## config.mk

```make
export PLATFORM = sky130hd
export DESIGN_NAME = int_deque_with_running_sum_top
export DESIGN_NICKNAME = d
export VERILOG_FILES = /design/src/hdl/idq_pkg.sv /design/src/hdl/idq_mem.sv /design/src/hdl/idq_core.sv /design/src/hdl/int_deque_with_running_sum_top.sv
export SDC_FILE = /design/constraint.sdc
export NUM_CORES = 1
export LEC_CHECK = 0
export BUFFER_PORTS_ARGS = -buffer_cell sky130_fd_sc_hd__buf_2
export CAP_MARGIN = 30
export CORE_MARGIN = 3
export CORE_UTILIZATION = 45
export CTS_BUF_LIST = sky130_fd_sc_hd__clkbuf_2
export CTS_CLUSTER_SIZE = 20
export DETAILED_ROUTE_END_ITERATION = 8
export PLACE_DENSITY_LB_ADDON = 0.25
export SYNTH_ARGS = -nofsm -noshare
export SYNTH_HDL_FRONTEND = slang
export SYNTH_SLANG_ARGS = --single-unit
```

## constraint.sdc

```tcl
create_clock -name clk -period 8.4 [get_ports clk]
set_input_delay 1.68 -clock clk [delete_from_list [all_inputs] [get_ports clk]]
set_output_delay 1.68 -clock clk [all_outputs]
set_load 0.01 [all_outputs]
```

## src/hdl/idq_pkg.sv

```systemverilog
// types and constants shared by the deque blocks
// no dependencies
package idq_pkg;

    localparam int CAPACITY_DEF = 16;
    localparam int DATA_W       = 32;
    localparam int FUNC_W       = 3;
    localparam int COUNT_W      = 5;

    typedef enum logic [FUNC_W-1:0] {
        FN_QUERY      = 3'd0,
        FN_PUSH_FRONT = 3'd1,
        FN_PUSH_BACK  = 3'd2,
        FN_POP_FRONT  = 3'd3,
        FN_POP_BACK   = 3'd4
    } func_t;

    typedef struct packed {
        logic [FUNC_W-1:0]        func;
        logic signed [DATA_W-1:0] value;
    } in_item_t;

    typedef struct packed {
        logic signed [DATA_W-1:0] front_value;
        logic signed [DATA_W-1:0] back_value;
        logic signed [DATA_W-1:0] total;
        logic [COUNT_W-1:0]       entry_count;
        logic                     rejected;
    } out_item_t;

endpackage

```

## src/hdl/idq_mem.sv

```systemverilog
// entry store: one write port, one read port with registered read data
// depends on idq_pkg
module idq_mem #(
    parameter int DEPTH = idq_pkg::CAPACITY_DEF
) (
    input  logic                             clk,
    input  logic                             wr_en,
    input  logic [$clog2(DEPTH)-1:0]         wr_addr,
    input  logic [idq_pkg::DATA_W-1:0]       wr_data,
    input  logic                             rd_en,
    input  logic [$clog2(DEPTH)-1:0]         rd_addr,
    output logic [idq_pkg::DATA_W-1:0]       rd_data
);
    import idq_pkg::*;

    logic [DATA_W-1:0] mem [DEPTH];
    logic [DATA_W-1:0] rd_data_reg;

    always_ff @(posedge clk)
    begin
        if (wr_en)
        begin
            mem[wr_addr] <= wr_data;
        end
        // read data holds until the next read
        if (rd_en)
        begin
            rd_data_reg <= mem[rd_addr];
        end
    end

    assign rd_data = rd_data_reg;

endmodule

```

## src/hdl/idq_core.sv

```systemverilog
// deque control: end pointers, count, running sum, cached end values
// depends on idq_pkg and idq_mem
module idq_core #(
    parameter int CAPACITY = idq_pkg::CAPACITY_DEF
) (
    input  logic                clk,
    input  logic                rst_n,
    input  logic                in_valid,
    output logic                in_stall,
    input  idq_pkg::in_item_t   in_item,
    input  logic                res_ready,
    output logic                res_valid,
    output idq_pkg::out_item_t  res
);
    import idq_pkg::*;

    localparam int IDX_W = $clog2(CAPACITY);
    localparam int CNT_W = $clog2(CAPACITY + 1);

    typedef enum logic {
        ST_IDLE,
        ST_READ
    } state_t;

    state_t            state_reg, state_next;
    logic [IDX_W-1:0]  head_reg, head_next;
    logic [IDX_W-1:0]  tail_reg, tail_next;
    logic [CNT_W-1:0]  count_reg, count_next;
    logic [DATA_W-1:0] sum_reg, sum_next;
    logic [DATA_W-1:0] front_reg, front_next;
    logic [DATA_W-1:0] back_reg, back_next;
    logic              pend_front_reg, pend_front_next;

    logic              accept;
    logic              full;
    logic              empty;
    logic              rej;
    logic              wr_en;
    logic [IDX_W-1:0]  wr_addr;
    logic              rd_en;
    logic [IDX_W-1:0]  rd_addr;
    logic [DATA_W-1:0] rd_data;

    function automatic logic [IDX_W-1:0] slot_next(input logic [IDX_W-1:0] i);
        return (i == IDX_W'(CAPACITY - 1)) ? '0 : i + 1'b1;
    endfunction

    function automatic logic [IDX_W-1:0] slot_prev(input logic [IDX_W-1:0] i);
        return (i == '0) ? IDX_W'(CAPACITY - 1) : i - 1'b1;
    endfunction

    assign in_stall = (state_reg == ST_READ) || !res_ready;
    assign accept   = in_valid && !in_stall;
    assign full     = count_reg == CNT_W'(CAPACITY);
    assign empty    = count_reg == '0;

    always_comb
    begin
        state_next      = state_reg;
        head_next       = head_reg;
        tail_next       = tail_reg;
        count_next      = count_reg;
        sum_next        = sum_reg;
        front_next      = front_reg;
        back_next       = back_reg;
        pend_front_next = pend_front_reg;
        rej             = 1'b0;
        wr_en           = 1'b0;
        wr_addr         = tail_reg;
        rd_en           = 1'b0;
        rd_addr         = slot_next(head_reg);
        res_valid       = 1'b0;

        case (state_reg)
            ST_IDLE:
            begin
                if (accept)
                begin
                    case (in_item.func)
                        FN_PUSH_FRONT:
                        begin
                            if (full)
                            begin
                                rej = 1'b1;
                            end
                            else
                            begin
                                head_next  = slot_prev(head_reg);
                                wr_en      = 1'b1;
                                wr_addr    = slot_prev(head_reg);
                                count_next = count_reg + 1'b1;
                                sum_next   = sum_reg + in_item.value;
                                front_next = in_item.value;
                                if (empty)
                                begin
                                    back_next = in_item.value;
                                end
                            end
                        end
                        FN_PUSH_BACK:
                        begin
                            if (full)
                            begin
                                rej = 1'b1;
                            end
                            else
                            begin
                                tail_next  = slot_next(tail_reg);
                                wr_en      = 1'b1;
                                wr_addr    = tail_reg;
                                count_next = count_reg + 1'b1;
                                sum_next   = sum_reg + in_item.value;
                                back_next  = in_item.value;
                                if (empty)
                                begin
                                    front_next = in_item.value;
                                end
                            end
                        end
                        FN_POP_FRONT:
                        begin
                            if (empty)
                            begin
                                rej = 1'b1;
                            end
                            else
                            begin
                                head_next  = slot_next(head_reg);
                                count_next = count_reg - 1'b1;
                                sum_next   = sum_reg - front_reg;
                                // new front comes from the store unless it empties
                                if (count_reg != CNT_W'(1))
                                begin
                                    rd_en           = 1'b1;
                                    rd_addr         = slot_next(head_reg);
                                    pend_front_next = 1'b1;
                                    state_next      = ST_READ;
                                end
                            end
                        end
                        FN_POP_BACK:
                        begin
                            if (empty)
                            begin
                                rej = 1'b1;
                            end
                            else
                            begin
                                tail_next  = slot_prev(tail_reg);
                                count_next = count_reg - 1'b1;
                                sum_next   = sum_reg - back_reg;
                                if (count_reg != CNT_W'(1))
                                begin
                                    rd_en           = 1'b1;
                                    rd_addr         = slot_prev(slot_prev(tail_reg));
                                    pend_front_next = 1'b0;
                                    state_next      = ST_READ;
                                end
                            end
                        end
                        default:
                        begin
                        end
                    endcase
                    res_valid = !rd_en;
                end
            end
            ST_READ:
            begin
                if (res_ready)
                begin
                    if (pend_front_reg)
                    begin
                        front_next = rd_data;
                    end
                    else
                    begin
                        back_next = rd_data;
                    end
                    res_valid  = 1'b1;
                    state_next = ST_IDLE;
                end
            end
            default:
            begin
                state_next = ST_IDLE;
            end
        endcase
    end

    always_comb
    begin
        res.front_value = (count_next == '0) ? '1 : front_next;
        res.back_value  = (count_next == '0) ? '1 : back_next;
        res.total       = sum_next;
        res.entry_count = COUNT_W'(count_next);
        res.rejected    = rej;
    end

    always_ff @(posedge clk or negedge rst_n)
    begin
        if (!rst_n)
        begin
            state_reg <= ST_IDLE;
            head_reg  <= '0;
            tail_reg  <= '0;
            count_reg <= '0;
            sum_reg   <= '0;
        end
        else
        begin
            state_reg <= state_next;
            head_reg  <= head_next;
            tail_reg  <= tail_next;
            count_reg <= count_next;
            sum_reg   <= sum_next;
        end
    end

    always_ff @(posedge clk)
    begin
        front_reg      <= front_next;
        back_reg       <= back_next;
        pend_front_reg <= pend_front_next;
    end

    idq_mem #(
        .DEPTH (CAPACITY)
    ) u_mem (
        .clk     (clk),
        .wr_en   (wr_en),
        .wr_addr (wr_addr),
        .wr_data (in_item.value),
        .rd_en   (rd_en),
        .rd_addr (rd_addr),
        .rd_data (rd_data)
    );

endmodule

```

## src/hdl/int_deque_with_running_sum_top.sv

```systemverilog
// deque with running sum: push, pop and query items give one result item each
// throughput: 1 item per cycle for push and query while the output is not stalled;
// a pop that leaves entries holds off the next item until the new end value,
// read through the single read port of the entry store, is loaded
// reset: asynchronous, clears pointers, count, sum and output valid; store not cleared
// depends on idq_pkg and idq_core
module int_deque_with_running_sum_top #(
    parameter int CAPACITY = idq_pkg::CAPACITY_DEF
) (
    input  logic                clk,
    input  logic                rst_n,
    input  logic                in_valid,
    output logic                in_stall,
    input  idq_pkg::in_item_t   in_item,
    output logic                out_valid,
    input  logic                out_stall,
    output idq_pkg::out_item_t  out_item
);
    import idq_pkg::*;

    logic      res_ready;
    logic      res_valid;
    out_item_t res;
    logic      out_valid_reg;
    out_item_t out_item_reg;

    // output register may load when empty or being taken this cycle
    assign res_ready = !out_valid_reg || !out_stall;

    idq_core #(
        .CAPACITY (CAPACITY)
    ) u_core (
        .clk       (clk),
        .rst_n     (rst_n),
        .in_valid  (in_valid),
        .in_stall  (in_stall),
        .in_item   (in_item),
        .res_ready (res_ready),
        .res_valid (res_valid),
        .res       (res)
    );

    always_ff @(posedge clk or negedge rst_n)
    begin
        if (!rst_n)
        begin
            out_valid_reg <= 1'b0;
        end
        else if (res_valid)
        begin
            out_valid_reg <= 1'b1;
        end
        else if (!out_stall)
        begin
            out_valid_reg <= 1'b0;
        end
    end

    always_ff @(posedge clk)
    begin
        if (res_valid)
        begin
            out_item_reg <= res;
        end
    end

    assign out_valid = out_valid_reg;
    assign out_item  = out_item_reg;

endmodule
```

==> flow_metrics.py, run 1 <==
metrics = {
    "cts": {
        "cts_made_buffers": 186,
        "hold_buffers": 0,
        "clk_pin_slew_ns": 0.13,
        "cts_resized": 0,
        "post_cts_buffers": 0,
        "clock_latency_ns": 1.37,
        "cts_tree": "built",
        "clk_path_buf_depth": 3,
        "cts_sinks": 758,
        "root_buffer": "clkbuf_2",
        "h-tree-depth": 4,
    },
    "synth": {
        "yosys-top-cells-area": "edfxtp_1, mux4_2, mux2i_1",
        "ys_warn_count": 0,
        "syn_nets": 2600,
        "async_reset_ff_share_pct": 6.20,
        "synthFlopType": "edfxtp_1",
        "yosysTopAreaCell": "edfxtp_1",
        "yosysSeqAreaShare_pct": 62.0,
        "yosysTopAreaCellShare_pct": 55.0,
        "syn_inst": 2453,
        "ys_types": 78,
        "yosys_register_bits": 758,
        "synth-edff-count": 647,
        "syn_avg_cell_area_um2": 14.4,
        "synth_area_um2": 35300,
    },
    "power_and_ir_drop": {
        "finalPower_uw": 14600,
        "switching_power_uw": 5910,
        "ir_drop_mv": 0.340,
        "p_sw_share_pct": 40.4,
        "clockPowerShare_pct": 17.4,
        "leakage_uw": 0.0151,
        "powerDensity_nw_per_um2": 371,
        "seqPwrFrac_pct": 35.4,
        "internal_power_uw": 8730,
        "comb_power_share_pct": 47.3,
    },
    "floorplanning": {
        "rows": 102,
        "die_y_um": 286,
        "die_area_um2": 81900,
        "die_w_um": 286,
        "core_um2": 77600,
        "io_pins": 143,
        "start_util_pct": 45.5,
    },
    "sta": {
        "drv_slew": 0,
        "finalWorstSetupSlack_ns": 3.42,
        "rsz0062_at_grt": "no",
        "max_freq_ghz": 0.201,
        "worst-slew-pin-transition_ns": 1.20,
        "hold_violations": 0,
        "tns_ns": 0,
        "setup_viol": 0,
        "skew_ns": 0.121,
        "period_share_pct": 59.3,
        "fin_crit_ns": 4.98,
        "holdWs_ns": 0.437,
        "slew_headroom_pct": 20.3,
    },
    "flow_run": {
        "maxCapViolCount": 0,
    },
    "layout": {
        "fin_nets": 2874,
        "post-route-util_pct": 50.8,
        "filler_cell_count": 6677,
        "largest_reg_flops": 512,
        "drive_gt1_share_pct": 23.2,
        "area_growth_pct": 11.6,
    },
    "detailed_routing": {
        "avgRoutedWirePerCell_um": 24.7,
        "drc": 0,
        "drtPass1Iterations": 5,
        "vias": 22900,
        "final_antenna_net_count": 0,
        "routed_wl_um": 96900,
        "first_iter_violations": 2158,
        "via_per_inst": 5.84,
    },
    "critical_path": {
        "crit_path_start": "u_core.state_reg",
        "critPathLaunchType": "flop",
        "crit_type": "flop to flop",
        "r2r-end": "u_core.u_mem.rd_data[24]",
        "path_max_fanout": 128,
        "cp.arrival_ns": 5.98,
        "timing.rr.start": "u_core.state_reg",
        "reg2reg_depth": 9,
        "critPathRequiredTime_ns": 9.41,
        "worstSetupEndpoint": "u_core.u_mem.rd_data[24]",
        "setup.worst_path.end_class": "flop",
        "rrSetupSlack_ns": 3.42,
    },
    "global_routing": {
        "grt_util_met3_pct": 4.89,
        "grt_usage_pct": 23.7,
        "gr-usage-met1_pct": 32.9,
        "grt_pass1_wl_um": 145000,
        "met2_usage_pct": 37.4,
        "grt_overflow": 0,
        "gr-max-usage-layer": "met2",
        "antenna_found_initial": 7,
        "grt_pass1_vias": 23300,
        "grt_max_degree": 129,
    },
    "placed_design": {
        "dp_worst_setup_slack_ns": 2.38,
        "place.gp.congestion": 0.953,
        "io_buffers": 142,
        "dp_hpwl_um": 62600,
    },
    "worst_hold_path": {
        "hold_class": "primary input to async pin",
    },
    "outcome": {
        "status": "finished clean",
    },
}
## cell type report
type,count,area (um2),area share [%]
Sequential cell,758,21900,55.5
Multi-Input combinational cell,1483,12700,32.3
Timing Repair Buffer,198,1300,3.29
Clock inverter,80,497,1.26
Clock buffer,263,1320,3.34
Antenna cell,4,10.0,0.0254
Tap cell,1040,1300,3.30
Inverter,100,378,0.958
## worst min-delay path by stage
stage	depth (start not counted)	end	slack (ns)
after global routing	2	u_core.sum_reg[9]	0.35
final	2	u_core.sum_reg[31]	0.44
after floorplan	2	u_core.back_reg[6]	0.51
after global placement	2	u_core.back_reg[16]	0.55
after detailed placement	2	u_core.front_reg[5]	0.56
after CTS	2	u_core.sum_reg[31]	0.24
## cell usage in the layout, fill, tap and decap left out, types with 46 or more instances in the layout
master,count
edfxtp_1,647
clkbuf_2,263
mux2i_1,178
a21oi_1,161
buf_2,142
mux4_2,128
nand2_1,107
nor2_1,106
ha_1,105
inv_1,99
nand2b_1,82
o21ai_0,74
dfxtp_1,64
clkinv_1,49
dfrtp_1,46
## stage by stage
| step | cell area (um2) | std cells |
|---|---|---|
| 3_3_place_gp | 37400 | 3569 |
| 3_5_place_dp | 37500 | 3576 |
| 6_report | 39400 | 3926 |
| 5_1_grt | 39400 | 3923 |
| 2_1_floorplan | 35300 | 2453 |
| 4_1_cts | 39300 | 3919 |
## synth_stat cells (8+ instances only)
library cell  count
ha_1            105
buf_6             9
o211ai_1         18
o21ai_1           9
mux4_2          128
xnor2_1          43
nand2_1         107
o22ai_1          42
nor2_1          123
buf_1             8
nand2b_1         83
xor2_1           44
nand4_1          10
buf_2            20
a31oi_1          14
inv_1            99
a211oi_1         12
o211a_1          28
nand3_1          23
mux2i_1         180
nor3_1           35
dfxtp_1          64
o21bai_1         14
a21o_1           36
a22oi_1          45
clkbuf_1         67
o21ai_0          74
edfxtp_1        647
dfrtp_1          47
nor2b_1           8
o21a_1           13
a21oi_1         163
## worst max-delay path, cell delays in order (launching register included)
cell and delay (ns):
dfrtp_4 0.80, a21oi_1 0.35, and2_1 0.48, nand2_2 0.43
nor2_4 0.43, mux2i_4 0.34, buf_12 0.64, mux4_2 0.62
mux2i_1 0.18, mux2i_1 0.09
## metal layers
| metal | up-vias | share of wire (%) |
|---|---|---|
| met3 | 161 | 7.9 |
| li1 | 10300 | - |
| met1 | 11600 | 42 |
| met4 | 4 | 2.4 |
| met2 | 949 | 47 |
| met5 | - | 0.035 |
## power groups by stage
stage               combinational [uW]  clock, uW  sequential, uW
finish                            6920       2540            5180
global placement                  6800          0            5230
global route                      7580       2840            5230
detailed placement                6880          0            5250
CTS                               6920       2640            5170
floorplan                         5040          0            5220
## cell families (layout without fill, tap and decap cells)
group	after synthesis	in the layout	share of synthesized area, %
flops	758	758	62.0
compound gates	543	543	10.1
fa+ha+maj	108	108	3.89
simple gates	435	435	5.97
xor+xnor	87	87	2.16
mux	310	310	13.3
other cells	0	4	0
buf+inv	212	641	2.60
Power figures use the tool's default switching activity.
==> run 2, diff against run 1 <==
clock period = 4.14 ns   (was 8.4 ns; I/O delays follow)
==> flow_metrics.py, run 2 (same netlist as run 1, synthesis figures left out) <==
metrics = {
    "outcome": {
        "status": "finished clean",
    },
    "cts": {
        "clock_latency_ns": 1.39,
        "hold_buffers": 42,
        "cts_made_buffers": 180,
        "h-tree-depth": 4,
        "cts_tree": "built",
        "cts_sinks": 758,
        "root_buffer": "clkbuf_2",
        "clk_path_buf_depth": 3,
        "clk_pin_slew_ns": 0.13,
        "cts_resized": 0,
        "post_cts_buffers": 0,
    },
    "global_routing": {
        "grt_max_degree": 65,
        "grt_overflow": 0,
        "grt_pass1_vias": 23400,
        "grt_usage_pct": 24.0,
        "grt_pass1_wl_um": 146000,
        "antenna_found_initial": 1,
    },
    "critical_path": {
        "setup.worst_path.end_class": "flop",
        "cpPeakStageDelay_ns": 0.51,
        "r2r-end": "out_item[37]",
        "critPathSlowestCell": "a21oi_1",
        "critPathRequiredTime_ns": 5.26,
        "rrSetupSlack_ns": 0.24,
        "path_max_fanout": 5,
        "cp.arrival_ns": 5.02,
        "reg2reg_depth": 11,
        "crit_top_cell": "a21oi_1",
        "timing.rr.start": "u_core.sum_reg[4]",
        "crit_type": "flop to flop",
        "critPathLaunchType": "flop",
        "path_cells": "ha_1 > o211ai_1 > a21oi_1 > o211ai_1 > a21oi_1 > a22o_1 > a21oi_1 > a311oi_1 > mux2i_1 > a31oi_1 > o31a_1",
    },
    "floorplanning": {
        "die_y_um": 286,
        "rows": 102,
        "die_w_um": 286,
        "io_pins": 143,
        "core_um2": 77600,
        "die_area_um2": 81900,
        "start_util_pct": 45.5,
    },
    "flow_run": {
        "maxCapViolCount": 0,
    },
    "placed_design": {
        "place.gp.congestion": 0.937,
        "dp_hpwl_um": 65300,
        "io_buffers": 142,
        "placed_area_um2": 38500,
    },
    "detailed_routing": {
        "drc": 0,
        "vias": 23500,
        "first_iter_violations": 2387,
        "routed_wl_um": 98500,
        "avgRoutedWirePerCell_um": 24.5,
        "drtPass1Iterations": 6,
        "via_per_inst": 5.84,
        "final_antenna_net_count": 0,
    },
    "layout": {
        "mostFrequentLayoutCell": "edfxtp_1",
        "post-route-util_pct": 52.3,
        "layout_common_cells": "edfxtp_1, clkbuf_2, mux2i_1",
        "final_cell_area_um2": 40600,
        "area_growth_pct": 14.9,
        "filler_cell_count": 6562,
        "drive_gt1_share_pct": 24.2,
        "largest_reg_flops": 512,
        "fin_nets": 2983,
    },
    "power_and_ir_drop": {
        "leakage_uw": 0.0156,
        "finalPower_uw": 30400,
        "ir_drop_mv": 0.459,
        "powerDensity_nw_per_um2": 749,
    },
    "sta": {
        "hold_violations": 0,
        "drv_slew": 0,
        "period_share_pct": 94.3,
        "slew_headroom_pct": 33.9,
        "rsz0062_at_grt": "no",
        "worst-slew-pin-transition_ns": 0.991,
        "max_freq_ghz": 0.256,
        "setup_viol": 0,
        "fin_crit_ns": 3.90,
        "tns_ns": 0,
        "skew_ns": 0.110,
    },
    "worst_hold_path": {
        "holdPathEnd": "u_core.state_reg",
        "hold_class": "primary input to flop",
        "min_from": "out_stall",
        "min_path_cells": 3,
    },
}
run 2: layer usage:
metal / global-route usage [%] / wire, um
met4: 7.78 / 2410
met2: 37.6 / 46000
met5: 0 / 0
met1: 34.3 / 42900
met3: 4.42 / 7180
run 2: metrics by stage:
stage               setup slack, ns  cells  hold slack (ns)
floorplan                   -0.0184   2453            0.507
global placement            -0.0641   3650            0.551
detailed placement          -0.0583   3651            0.565
CTS                           0.298   4020            0.260
global route                 0.0933   4022            0.314
finish                        0.235   4024            0.431
run 2: how the worst max path moves through the flow:
stage | slack (ns) | endpoint | cells past startpoint | from
after global routing | 0.09 | out_item[37] | 12 | u_core.sum_reg[3]
final | 0.24 | out_item[37] | 11 | u_core.sum_reg[4]
after CTS | 0.30 | out_item[37] | 11 | u_core.sum_reg[4]
after floorplan | -0.02 | u_core.u_mem.mem[3][0] | 9 | in_item[32]
after global placement | -0.06 | out_item[37] | 14 | in_item[0]
after detailed placement | -0.06 | out_item[37] | 14 | in_item[0]
run 2: final cells by class:
cell class,count,area (um2),share of cell area (%)
diodes,3,7.51,0.0185
clock buffers,253,1270,3.12
clock inverters,74,418,1.03
inverters,100,378,0.931
multi-input cells,1483,12700,31.4
flip-flops and latches,758,21900,53.9
well taps,1040,1300,3.21
repair buffers,313,2590,6.37
run 2: power breakdown:
group          total, uW  leakage, uW  internal [uW]  switching, uW
clock network       4900      0.00125           1850           3050
logic              15000      0.00737           6490           8540
registers          10500      0.00700           9710            745
run 2: critical path: cells and delay by family (launching register included):
kind	cells	cell delay, ns
AO/OA/AOI/OAI	9	2.48
flip-flops	1	0.48
multiplexers	1	0.30
adder cells (fa/ha/maj)	1	0.39
